$ cat src/sv/brf_pkg.sv
// Shared types and constants of the byte ring FIFO.
// No dependencies.
package brf_pkg;

  localparam int OP_W      = 3;
  localparam int BYTE_W    = 8;
  localparam int LEN_W     = 10;
  localparam int OFF_W     = 10;
  localparam int DATA_W    = 32;
  localparam int CNT_W     = 10;
  localparam int MOD_SHIFT = 20;
  localparam int RECIP_W   = 20;
  localparam int PROD_W    = OFF_W + RECIP_W;
  localparam int REM_W     = OFF_W + 1;

  localparam logic [OP_W-1:0] OP_WRITE  = 3'd0;
  localparam logic [OP_W-1:0] OP_POP    = 3'd1;
  localparam logic [OP_W-1:0] OP_PEEK8  = 3'd2;
  localparam logic [OP_W-1:0] OP_PEEK16 = 3'd3;
  localparam logic [OP_W-1:0] OP_PEEK32 = 3'd4;

  typedef struct packed {
    logic clr;
    logic latch;
    logic exec;
    logic mul1;
    logic mul2;
    logic modr;
    logic base;
    logic issue;
    logic cap;
    logic load;
  } brf_cmd_t;

  typedef struct packed {
    logic [OP_W-1:0] op;
    logic            empty;
    logic            clr_last;
    logic            cap_last;
  } brf_sts_t;

endpackage

$ cat src/sv/brf_ctrl.sv
// Controller of the byte ring FIFO: sequences clear, write, pop and peek steps.
// Depends on brf_pkg; commands brf_dpath and owns the result valid flag.
module brf_ctrl import brf_pkg::*; (
  input  logic     clk,
  input  logic     rst,
  input  logic     req_valid,
  output logic     req_stall,
  output logic     rsp_valid,
  input  logic     rsp_stall,
  output brf_cmd_t cmd,
  input  brf_sts_t sts
);

  localparam logic [3:0] S_CLEAR = 4'd0;
  localparam logic [3:0] S_IDLE  = 4'd1;
  localparam logic [3:0] S_EXEC  = 4'd2;
  localparam logic [3:0] S_MUL1  = 4'd3;
  localparam logic [3:0] S_MUL2  = 4'd4;
  localparam logic [3:0] S_MODR  = 4'd5;
  localparam logic [3:0] S_BASE  = 4'd6;
  localparam logic [3:0] S_ISSUE = 4'd7;
  localparam logic [3:0] S_CAP   = 4'd8;
  localparam logic [3:0] S_DONE  = 4'd9;

  logic [3:0] state;
  logic [3:0] state_next;
  logic       out_free;
  logic       is_peek;

  assign out_free  = !rsp_valid || !rsp_stall;
  assign req_stall = (state != S_IDLE);

  always_comb begin
    is_peek    = (sts.op == OP_PEEK8) || (sts.op == OP_PEEK16) || (sts.op == OP_PEEK32);
    state_next = state;
    cmd        = '0;
    case (state)
      S_CLEAR: begin
        cmd.clr = 1'b1;
        if (sts.clr_last) begin
          state_next = S_IDLE;
        end
      end
      S_IDLE: begin
        if (req_valid) begin
          cmd.latch  = 1'b1;
          state_next = S_EXEC;
        end
      end
      S_EXEC: begin
        if (is_peek) begin
          state_next = S_MUL1;
        end else begin
          cmd.exec = 1'b1;
          if ((sts.op == OP_POP) && !sts.empty) begin
            state_next = S_CAP;
          end else begin
            state_next = S_DONE;
          end
        end
      end
      S_MUL1: begin
        cmd.mul1   = 1'b1;
        state_next = S_MUL2;
      end
      S_MUL2: begin
        cmd.mul2   = 1'b1;
        state_next = S_MODR;
      end
      S_MODR: begin
        cmd.modr   = 1'b1;
        state_next = S_BASE;
      end
      S_BASE: begin
        cmd.base   = 1'b1;
        state_next = S_ISSUE;
      end
      S_ISSUE: begin
        cmd.issue  = 1'b1;
        state_next = S_CAP;
      end
      S_CAP: begin
        cmd.cap    = 1'b1;
        state_next = (sts.cap_last || !is_peek) ? S_DONE : S_ISSUE;
      end
      S_DONE: begin
        if (out_free) begin
          cmd.load   = 1'b1;
          state_next = S_IDLE;
        end
      end
      default: begin
        state_next = S_IDLE;
      end
    endcase
  end

  always_ff @(posedge clk) begin
    if (rst) begin
      state     <= S_CLEAR;
      rsp_valid <= 1'b0;
    end else begin
      state <= state_next;
      if (cmd.load) begin
        rsp_valid <= 1'b1;
      end else if (!rsp_stall) begin
        rsp_valid <= 1'b0;
      end
    end
  end

endmodule

$ cat config.mk
export PLATFORM = sky130hd
export DESIGN_NAME = brf_ctrl
export DESIGN_NICKNAME = d
export VERILOG_FILES = /design/src/sv/brf_pkg.sv /design/src/sv/brf_ctrl.sv
export SDC_FILE = /design/constraint.sdc
export NUM_CORES = 1
export LEC_CHECK = 0
export BUFFER_PORTS_ARGS = -buffer_cell sky130_fd_sc_hd__buf_2
export CAP_MARGIN = 20
export CORE_AREA = 2 2 39 41
export DETAILED_ROUTE_END_ITERATION = 10
export DIE_AREA = 0 0 41 43
export GPL_TIMING_DRIVEN = 0
export PLACE_DENSITY_LB_ADDON = 0.05
export SYNTH_ARGS = -nofsm -noshare
export SYNTH_HDL_FRONTEND = slang
export SYNTH_SLANG_ARGS = --single-unit
$ cat constraint.sdc
create_clock -name clk -period 1.7 [get_ports clk]
set_clock_uncertainty 0.2 [all_clocks]
set_input_delay 0.34 -clock clk [delete_from_list [all_inputs] [get_ports clk]]
set_output_delay 0.34 -clock clk [all_outputs]
set_load 0.02 [all_outputs]
==> results, run 1 <==
- Registers take 102.6 µm².
- Dividing the final minimum period by the clock period gives 114.6%.
- The routed design has 1119 µm of wire.
- The number of DRC violations after detailed routing is 0.
- In this run the horizontal extent of the chip is 41 µm.
- Entering global routing, the biggest net connects 11 pins.
- Together, buffers and inverters on the worst path number 1.
- The number of nets in the synthesized netlist is 66.
- The maximum level of the CTS H-tree is 1.
- The clock latency on the worst-skew pair is 0.24 ns.
- In this run the tightest slew margin relative to its limit is 77.85%.
- The standard cell area after detailed placement is 559.3 µm².
- Dividing the detail-routed wire length by the instance count gives 11.08 µm.
- The detailed placement HPWL is 817.1 µm.
- The effective utilization at floorplan is 30.11%.
- The count of maximum capacitance violations is 0.
- The floorplan step defined a die boundary enclosing 1763 µm².
- At the pin with the least slew margin, the transition time is 0.3316 ns.
- The library cell used most frequently in the layout, excluding fill and tap cells, is buf_2.
- The worst hold-check slack is 0.1363 ns.
- The floorplan has 14 rows.
- The signal on the critical path passes through or4b_4 > nor3_4 > buf_6.
- The finished layout holds 101 standard cells, fillers aside.
- Dividing total power by cell area gives a power density of 523.0 nW/µm².
- The post-placement cell count is 93.
- The share of the Yosys chip area taken by registers is 24.02%.
- The area share of the largest cell type after synthesis is 24.02%.
- The finished cells cover 693.2 µm².
- The number of placed I/O pins is 22.
- Global routing finished with a remaining overflow of 0.
- The worst hold path passes through 3 cells.
- The initial antenna violation count came to 0.
- The congestion estimate from routability-driven global placement came to 0.7589.
- The layout-stage area growth over the synthesis result is 66.37%.
- The multi-input combinational cell area is 336.6 µm².
- Dividing the synthesized area by the synthesized cell count gives 7.440 µm².
- The placeable core region is 1384 µm².
- The worst stage delay on the critical path is 0.54 ns.
- In the global route stage, overall resource usage came out at 14.76%.
- The cell family contributing the most delay on the critical path is simple AND/OR/NAND/NOR gates.
- After synthesis, the cell types taking the most area are dfxtp_1 (24%), nor2_1 (6.3%), nand2_1 (5.4%), a21oi_1 (4.8%), nand2b_1 (4.5%).
- The routed design could run at a clock period as short as 1.949 ns.
- The tightest min-delay check is of the in2reg type.
- The number of diodes is 0.
- Buffers placed on the I/O ports in this run total 21.
- The checks that failed: negative setup slack.
- CTS placed an instance of clkbuf_4 at the clock tree root.
- The worst setup path is launched from a flip-flop.
- Counting the buffers created by CTS gives 3.
- The layout filler cell count is 151.
- The total of warnings raised by yosys is 0.
- The via count of the first global-routing pass is 415.
- The detailed router's first-iteration violation count is 5.
- The slowest stage of the critical path is the or4b_4 cell.
- The flow ran to the end, but the final reports show violations.
- The longest clock path from root to sink contains 2 buffers.
- Before antenna repair, the detailed router went through 4 iterations.
- Setup repair after global routing could not meet its margin everywhere.
- Across all layers, the routed design uses 499 vias.
- The number of hold violations in the final report is 0.
- The critical path runs through a total of 3 cells.
- Counting cells, the worst reg-to-reg path comes to 6.
- The setup path with the least slack is of type reg2out.
- The clock tree from TritonCTS is built.
- The analysis attributes to cell leakage a power of 0.3033 nW.
- STA puts the critical path data required time at 1.16 ns.
- The final setup violation count is 8.
- From bottom edge to top edge, the die measures 43 µm.
- The via density per instance is 4.941.
- The synthesized design contains 5 register bits.
- The highest clock frequency the design can meet is 513.1 MHz.
- Setup total negative slack on the finished layout was measured at -0.9926 ns.
- The top cell type by total area after synthesis is dfxtp_1.
- The total design power is 0.3625 mW.
- Counting distinct cell types in the post-synthesis netlist gives 31.
- The library cells used most frequently in the layout, excluding fill and tap cells, are buf_2 (17), nand2_1 (6), buf_4 (6), buf_6 (5), nor2_1 (5).
- Synthesis produced 56 cells.
- The minimum setup slack in the final design is -0.2490 ns.
- Summing every instance area after synthesis gives 416.7 µm².
- Data arrives at the worst endpoint at 1.41 ns.
- The final-report max-slew violation count is 0.
- For this run, the post-layout net count is 96.
- The CTS sink count is 5.
- The worst vdd rail ir drop is 0.3269 mV.
- Cells with a size suffix above 1 make up 57.65% of the layout.
- The clock slew at the register clock pins of the worst setup and hold paths is 0.04 ns.
- The element type at the critical path end is an output port.
- Once detail routing completed, the nets flagged for antenna violations numbered 0.
- The global-route wire length before repair is 1787 µm.
- In this run the worst path has a maximum fanout of 4.
-- synthesized netlist by cell type --
| cell type | number |
|---|---|
| a211o_1 | 1 |
| a211oi_1 | 1 |
| a211oi_2 | 1 |
| a21oi_1 | 4 |
| a31oi_1 | 1 |
| and3_1 | 1 |
| buf_2 | 3 |
| clkbuf_1 | 1 |
| dfxtp_1 | 5 |
| inv_1 | 2 |
| nand2_1 | 6 |
| nand2b_1 | 3 |
| nand3_1 | 1 |
| nand3b_1 | 1 |
| nand4b_1 | 1 |
| nor2_1 | 7 |
| nor2_4 | 1 |
| nor2b_1 | 1 |
| nor3_1 | 3 |
| nor3_2 | 1 |
| nor3b_1 | 1 |
| nor3b_2 | 1 |
| nor4_1 | 1 |
| o21ai_0 | 1 |
| o21ba_2 | 1 |
| o22ai_1 | 1 |
| o31ai_1 | 1 |
| o31ai_2 | 1 |
| or3b_4 | 1 |
| or4b_1 | 1 |
| xnor2_1 | 1 |
-- layout make-up --
type,count,area share [%]
Clock buffer,4,3.791
Multi-Input combinational cell,45,48.56
Buffer,4,5.957
Timing Repair Buffer,25,22.92
Tap cell,16,2.888
Inverter,2,1.083
Sequential cell,5,14.80
-- worst min-delay path, stage by stage --
cell,delay [ns]
buf_2,0.09
inv_1,0.04
a211oi_1,0.05
-- power by group --
group	total [mW]	switching [mW]	internal [mW]
Sequential	0.126	0.00323	0.122
Clock	0.132	0.0437	0.0884
Combinational	0.105	0.0582	0.0466
Total	0.363	0.105	0.257
-- cells by family (layout without fill, tap and decap cells) --
family | count (synthesis) | in the layout | synth area share, %
AND/OR/NAND/NOR | 31 | 31 | 44.45
AO/OA/AOI/OAI | 13 | 13 | 23.12
buffers and inverters | 6 | 35 | 6.305
flip-flops | 5 | 5 | 24.02
XOR/XNOR | 1 | 1 | 2.102
-- per-layer routing --
layer / up-vias / global-route usage (%) / share of wire [%]
li1: 258 / - / -
met1: 228 / 19.94 / 44
met2: 13 / 20.94 / 51
met3: 0 / 1.571 / 4.4
met4: 0 / 10.00 / 0
met5: - / 0 / 0
-- timing repair --
action | CTS | global route
hold buffers | 0 | 0
buffers inserted | 4 | 0
resized for setup | 17 | 7
pin swaps | 2 | 2
cloned | 0 | 0
setup endpoints to repair | 11 | 11
-- sequential cells by signal, indices dropped and copies added, names as in the netlist --
name	flops
state	4
rsp_valid	1
-- path summary, 6_finish.rpt --
path,startpoint,to,slack (ns)
worst max-delay path,state[0],cmd[7],-0.25
worst min-delay path,sts[1],state[0],0.14
worst max register to register,state[2],state[1],0.09
worst min register to register,rsp_valid,rsp_valid,0.29
-- stage by stage --
stage               setup slack (ns)  utilization [%]
finish                       -0.2490            50.09
global route                 -0.2916            50.09
CTS                          -0.2675            48.19
detailed placement          -0.06590            40.42
global placement            -0.08108            40.42
floorplan                    0.05366                -
Note: power is estimated with default switching activity, not from simulation.
==> run 2: changes to the inputs <==
--- a/config.mk
+++ b/config.mk
@@ -12,6 +12,7 @@
 export DIE_AREA = 0 0 41 43
 export GPL_TIMING_DRIVEN = 0
 export PLACE_DENSITY_LB_ADDON = 0.05
+export SETUP_SLACK_MARGIN = 0.4
 export SYNTH_ARGS = -nofsm -noshare
 export SYNTH_HDL_FRONTEND = slang
 export SYNTH_SLANG_ARGS = --single-unit
==> run 2 against run 1 <==
The flow still finishes with violations (negative setup slack). Sequential share of layout area shrank 3.1 points. Cell count is 7.9% higher. Sequential power about the same. Design area is 31% higher. Hold slack better by 0.016 ns. Die area stayed put. Highest routed layer unchanged.
==> results, run 2 (same netlist as run 1, synthesis figures left out) <==
- Result of the run: finished, violations left (unchanged).
- Violated checks: negative setup slack (unchanged).
- The internal power component is 0.2811 mW (was 0.2574 mW).
- The setup slack after placement is -0.03359 ns (was -0.06590 ns).
- The post-route standard cell area excluding fillers is 908.4 µm² (was 693.2 µm²).
- The utilization of the core after routing is 65.64% (was 50.09%).
- Top flop regs: state x4, rsp_valid x1 (unchanged).
- The flip-flop count of the largest register after layout is 4 (unchanged).
- The area taken by flip-flops and latches is 106.4 µm² (was 102.6 µm²).
- The area of the die is 1763 µm² (unchanged).
- The number of cell instances on the worst register-to-register path is 6 (unchanged).
- The clock tree root driver cell was clkbuf_4 (unchanged).
- The count of input and output buffers is 21 (unchanged).
- The number of vias after detailed routing came to 549 (was 499).
- The via density per instance was 5.037 (was 4.941).
- The layout-stage area growth over the synthesis result is 118.0% (was 66.37%).
- The combinational share of power is 35.7% (was 28.9%).
- The count of TritonRoute iterations in the first routing pass was 4 (unchanged).
- The maximum net fanout on the critical path was 3 (was 4).
- The register with the most flip-flops is state (unchanged).
- The post-detailed-route count of antenna-violating nets is 0 (unchanged).
- The count of maximum capacitance violations came to 0 (unchanged).
- The via count of the first global-routing pass is 511 (was 415).
- The switching power is 0.1273 mW (was 0.1052 mW).
- The static power due to leakage is 0.3630 nW (was 0.3033 nW).
- The headroom to the max-slew limit was 78.29% (was 77.85%).
- The cell depth of the worst hold path is 3 (unchanged).
- The fraction of layout cells with a size suffix above 1 is 76.34% (was 57.65%).
- Leading cell types in the layout, fill and taps excluded: buf_2 (13), buf_4 (11), buf_6 (10) (was buf_2 (17), nand2_1 (6), buf_4 (6), buf_6 (5), nor2_1 (5)).
- The category of the most critical setup path is reg2out (unchanged).
- The endpoint arrival time on the critical path was 1.41 ns (about the same).
- The required time reported for the critical path endpoint came to 1.16 ns (about the same).
- The number of core rows is 14 (unchanged).
- The CTS sink count is 5 (unchanged).
- The final critical-path required period was 1.951 ns (was 1.949 ns).
- The number of placed I/O pins was 22 (unchanged).
- The detailed router's first-iteration violation count is 4 (was 5).
- The clock network fraction of total power was 33.9% (was 36.4%).
- The height of the die came to 43 µm (unchanged).
- The effective utilization at floorplan is 30.11% (unchanged).
- The layout net count is 104 (was 96).
- The number of hold violations in the final report is 0 (unchanged).
- The number of diodes came to 0 (unchanged).
- Setup repair after global routing missed its margin: true (unchanged).
- The path category of the worst min-delay check is in2reg (unchanged).
- The number of DRC violations after detailed routing is 0 (unchanged).
- The buffer levels on the longest clock path is 2 (unchanged).
- The global-route wire length before repair is 2070 µm (was 1787 µm).
- The layout filler cell count is 123 (was 151).
- The placeable core region was 1384 µm² (unchanged).
- The total design power is 0.4084 mW (was 0.3625 mW).
- The final wirelength was 1283 µm (was 1119 µm).
- The clock tree from TritonCTS is built (unchanged).
- The maximum number of pins on one net before global-route repair is 11 (unchanged).
- The clock slew at the register clock pins of the worst setup and hold paths is 0.05 ns (was 0.04 ns).
- The global-route usage over all layers came to 17.43% (was 14.76%).
- The multi-input combinational cell area came to 434.2 µm² (was 336.6 µm²).
- The last weighted congestion value of the routability-driven placer came to 0.7235 (was 0.7589).
- The highest clock frequency the design can meet is 512.5 MHz (was 513.1 MHz).
- The number of CTS-inserted buffers was 3 (unchanged).
- The minimum setup slack in the final design is -0.2510 ns (was -0.2490 ns).
- The aggregate global routing overflow is 0 (unchanged).
- The final-report max-slew violation count came to 0 (unchanged).
- The sequential share of power is 30.4% (was 34.6%).
- The worst vdd rail ir drop is 0.5131 mV (was 0.3269 mV).
- The detailed placement HPWL is 870.2 µm (was 817.1 µm).
- The startpoint type of the worst setup path was a flip-flop (unchanged).
- The power density over cell area is 449.6 nW/µm² (was 523.0 nW/µm²).
- The element type at the critical path end is an output port (unchanged).
- The maximum level of the CTS H-tree is 1 (unchanged).
- The final setup violation count is 11 (was 8).
- The portion of the clock cycle consumed by the worst path in the final layout came to 114.8% (was 114.6%).
- The initial antenna violation count is 0 (unchanged).
- The slew of the pin with the lowest slew margin is 0.3256 ns (was 0.3316 ns).
- The wire length per cell was 11.77 µm (was 11.08 µm).
- The clock latency on the worst-skew pair came to 0.25 ns (was 0.24 ns).
- The width of the die is 41 µm (unchanged).
- The most common cell after layout, fill and taps aside is buf_2 (unchanged).
- The standard cell area after detailed placement is 661.9 µm² (was 559.3 µm²).
- The fraction of power spent switching nets is 31.17% (was 29.01%).
## run 2: cell types whose count changed in the layout (fill, tap and decap cells not counted), moves of 3 or more
cell	change
buf_4	+5
buf_6	+5
buf_2	-4
nand2_1	-3
nand2_2	+3
## run 2: layout make-up
type                            instances  share of cell area (%)
Multi-Input combinational cell         45                   47.80
Buffer                                  4                   4.545
Clock buffer                            4                   2.893
Tap cell                               16                   2.204
Sequential cell                         5                   11.71
Timing Repair Buffer                   33                   30.03
Inverter                                2                  0.8264
## run 2: layer usage
layer  wire length [µm]  global-route usage [%]  part of all wire (%)  vias to the layer above
met2                720                   29.38                    56                       18
met5                  0                       0                     0                        -
met4                  0                   4.667                     0                        0
met1                508                   18.21                    40                      254
met3                 54                   8.377                   4.2                        0
li1                   -                       -                     -                      277
## run 2: repair_timing
item	4_1_cts	5_1_grt
gates cloned	0	0
setup endpoints to repair	16	17
resized for setup	22	9
setup buffers	10	2
hold endpoints to repair	0	0
pin swaps	2	6
hold buffers	0	0
## run 2: power groups by stage
stage | registers, mW | logic [mW] | clock network [mW]
after floorplan | 0.127 | 0.0765 | 0
after detailed placement | 0.128 | 0.107 | 0
after CTS | 0.126 | 0.136 | 0.140
after global placement | 0.128 | 0.107 | 0
final | 0.124 | 0.146 | 0.138
after global routing | 0.124 | 0.156 | 0.161
## run 2: critical path, stage by stage (launching register included)
cell,delay [ns]
dfxtp_2,0.32
or4b_4,0.55
nor3_4,0.15
buf_6,0.14
## run 2: worst paths after layout
check,from,to,slack (ns)
worst max register to register,state[1],state[1],0.10
worst min-delay path,sts[1],state[0],0.15
worst max-delay path,state[0],cmd[7],-0.25
worst min register to register,rsp_valid,rsp_valid,0.34
## run 2: stage by stage
step                      hold slack [ns]  setup TNS [ns]  std cells
after floorplan                    0.2046               0         56
after global placement             0.3316        -0.06126         93
after detailed placement           0.3393        -0.05860         93
after CTS                          0.1247          -1.398        107
after global routing               0.1366          -2.285        109
final                              0.1523          -1.497        109
==> run 3: changes to the inputs <==
--- a/config.mk
+++ b/config.mk
@@ -11,7 +11,7 @@
 export DETAILED_ROUTE_END_ITERATION = 10
 export DIE_AREA = 0 0 41 43
 export GPL_TIMING_DRIVEN = 0
-export PLACE_DENSITY_LB_ADDON = 0.05
+export PLACE_DENSITY = 0.61
 export SETUP_SLACK_MARGIN = 0.4
 export SYNTH_ARGS = -nofsm -noshare
 export SYNTH_HDL_FRONTEND = slang
==> run 3 against run 2 <==
The run still ends with negative setup slack left. Maximum frequency is 0.67% higher. Global-route usage is 0.33 points lower. Critical path depth unchanged. Largest cell class unchanged. Largest power group unchanged. Highest routed layer unchanged.
==> results, run 3 (same netlist as run 1, synthesis figures left out) <==
- The quantity of hold-fixing buffers added after cts is 0 (unchanged).
- The number of cells on the critical path is 3 (unchanged).
- The effective utilization at floorplan was 30.11% (unchanged).
- The last weighted congestion value of the routability-driven placer is 0.7882 (was 0.7235).
- The clock latency on the worst-skew pair is 0.24 ns (was 0.25 ns).
- The capture point of the worst reg-to-reg path is state[0] (was state[1]).
- The layout net count is 107 (was 104).
- The last element of the critical path was cmd[7] (unchanged).
- The global-route usage over all layers is 17.10% (was 17.43%).
- The clock tree root driver cell is clkbuf_4 (unchanged).
- The layout filler cell count was 109 (was 123).
- The most common cell after layout, fill and taps aside is buf_2 (unchanged).
- The maximum level of the CTS H-tree is 1 (unchanged).
- The family of cells with the greatest summed delay on the critical path is simple AND/OR/NAND/NOR gates (unchanged).
- The number of diodes is 0 (unchanged).
- Setup repair after global routing missed its margin: true (unchanged).
- The wire length per cell came to 12.16 µm (was 11.77 µm).
- The count of input and output buffers is 21 (unchanged).
- The detailed router's first-iteration violation count is 17 (was 4).
- The number of placed I/O pins is 22 (unchanged).
- The number of cell instances on the worst register-to-register path was 8 (was 6).
- The register with the most flip-flops is state (unchanged).
- The placeable core region was 1384 µm² (unchanged).
- The flip-flop count of the largest register after layout is 4 (unchanged).
- The final setup violation count is 10 (was 11).
- The aggregate global routing overflow is 0 (unchanged).
- The height of the die is 43 µm (unchanged).
- Cells along the critical path: or4b_4 > nor3_4 > buf_6 (unchanged).
- The final critical-path required period was 1.938 ns (was 1.951 ns).
- The number of hold violations in the final report was 0 (unchanged).
- The highest clock frequency the design can meet was 516.0 MHz (was 512.5 MHz).
- The count of TritonRoute iterations in the first routing pass is 4 (unchanged).
- The via count of the first global-routing pass is 500 (was 511).
- The number of core rows is 14 (unchanged).
- The width of the die is 41 µm (unchanged).
- Violated checks: negative setup slack (unchanged).
- The beginning of the critical path is state[3] (was state[0]).
- The cell depth of the worst hold path is 3 (unchanged).
- The maximum net fanout on the critical path is 4 (was 3).
- The number of CTS-inserted buffers is 3 (unchanged).
- The worst hold-check slack is 0.1391 ns (was 0.1523 ns).
- Top flop regs: state x4, rsp_valid x1 (unchanged).
- The clock tree from TritonCTS is built (unchanged).
- The worst stage delay on the critical path is 0.53 ns (was 0.55 ns).
- The minimum setup slack in the final design is -0.2381 ns (was -0.2510 ns).
- The buffer levels on the longest clock path is 2 (unchanged).
- The standard cell area after detailed placement is 661.9 µm² (unchanged).
- The post-detailed-route count of antenna-violating nets was 0 (unchanged).
- The category of the most critical setup path was reg2out (unchanged).
- The multi-input combinational cell area is 434.2 µm² (unchanged).
- The count of maximum capacitance violations is 0 (unchanged).
- The element type at the critical path end is an output port (unchanged).
- The static power due to leakage is 0.3916 nW (was 0.3630 nW).
- The startpoint type of the worst setup path is a flip-flop (unchanged).
- The path category of the worst min-delay check is in2reg (unchanged).
- The clock slew at the register clock pins of the worst setup and hold paths is 0.04 ns (was 0.05 ns).
- The fraction of layout cells with a size suffix above 1 is 78.13% (was 76.34%).
- The final-report max-slew violation count is 0 (unchanged).
- The slowest stage cell on the critical path was or4b_4 (unchanged).
- The post-route standard cell area excluding fillers is 922.1 µm² (was 908.4 µm²).
- The count of buffer and inverter cells on the critical path is 1 (unchanged).
- The slew of the pin with the lowest slew margin came to 0.3655 ns (was 0.3256 ns).
- The area of the die was 1763 µm² (unchanged).
- The sum of negative setup slack is -1.334 ns (was -1.497 ns).
- The critical register-to-register path startpoint was state[2] (was state[1]).
- The maximum number of pins on one net before global-route repair is 11 (unchanged).
- The via density per instance came to 5.080 (was 5.037).
- The area taken by flip-flops and latches came to 107.6 µm² (was 106.4 µm²).
- The setup slack after placement came to -0.02252 ns (was -0.03359 ns).
- The power density over cell area is 430.5 nW/µm² (was 449.6 nW/µm²).
- The required time reported for the critical path endpoint was 1.16 ns (about the same).
- The CTS sink count is 5 (unchanged).
- The layout-stage area growth over the synthesis result is 121.3% (was 118.0%).
- The headroom to the max-slew limit is 75.58% (was 78.29%).
- The initial antenna violation count is 0 (unchanged).
- The worst vdd rail ir drop is 0.3949 mV (was 0.5131 mV).
- The endpoint arrival time on the critical path came to 1.40 ns (was 1.41 ns).
- Leading cell types in the layout, fill and taps excluded: buf_2 (14), buf_6 (12), buf_4 (11) (was buf_2 (13), buf_4 (11), buf_6 (10)).
- The final wirelength is 1362 µm (was 1283 µm).
- Result of the run: finished, violations left (unchanged).
- The number of vias after detailed routing is 569 (was 549).
- The number of DRC violations after detailed routing is 0 (unchanged).
- The detailed placement HPWL was 901.9 µm (was 870.2 µm).
- The global-route wire length before repair was 2125 µm (was 2070 µm).
- The portion of the clock cycle consumed by the worst path in the final layout is 114.0% (was 114.8%).
- The register-to-register path setup slack is 0.08 ns (was 0.10 ns).
run 3: timing repair:
item | 4_1_cts | 5_1_grt
pin swaps | 8 | 3
gates resized for setup | 21 | 12
endpoints found under the setup margin | 16 | 17
setup buffers | 8 | 7
run 3: per-stage QoR:
| stage | utilization [%] | instances | total power [mW] |
|---|---|---|---|
| finish | 66.64 | 112 | 0.3970 |
| global route | 66.64 | 112 | 0.4203 |
| CTS | 59.49 | 105 | 0.3895 |
| detailed placement | 47.83 | 93 | 0.2361 |
| global placement | 47.83 | 93 | 0.2353 |
| floorplan | - | 56 | 0.2034 |
run 3: per-layer routing:
metal,up-vias,track usage [%],part of all wire (%)
li1,282,-,-
met1,263,22.65,40
met2,24,27.50,54
met3,0,2.094,6.0
met4,0,5.333,0
met5,-,0,0
run 3: worst min path at each step:
stage	start	endpoint
6_report	sts[1]	state[0]
5_1_grt	rst	rsp_valid
4_1_cts	sts[1]	state[0]
3_5_place_dp	rsp_valid	rsp_valid
3_3_place_gp	rsp_valid	rsp_valid
2_1_floorplan	rst	state[1]
run 3: worst min-delay path: stages:
cell and delay (ns):
buf_2 0.09, inv_1 0.04, a211oi_1 0.05
run 3: layout make-up:
class,count,area share [%]
plain buffers,4,4.478
multi-input cells,45,47.08
flip-flops and latches,5,11.67
inverters,2,0.8141
clock buffers,4,2.849
well taps,16,2.171
repair buffers,36,30.94
run 3: where the power goes:
group / switching [mW] / leakage [nW] / internal [mW] / total (mW)
logic: 0.0749 / 0.334 / 0.0656 / 0.140
clock network: 0.0440 / 0.0150 / 0.0885 / 0.132
registers: 0.00327 / 0.0427 / 0.121 / 0.124
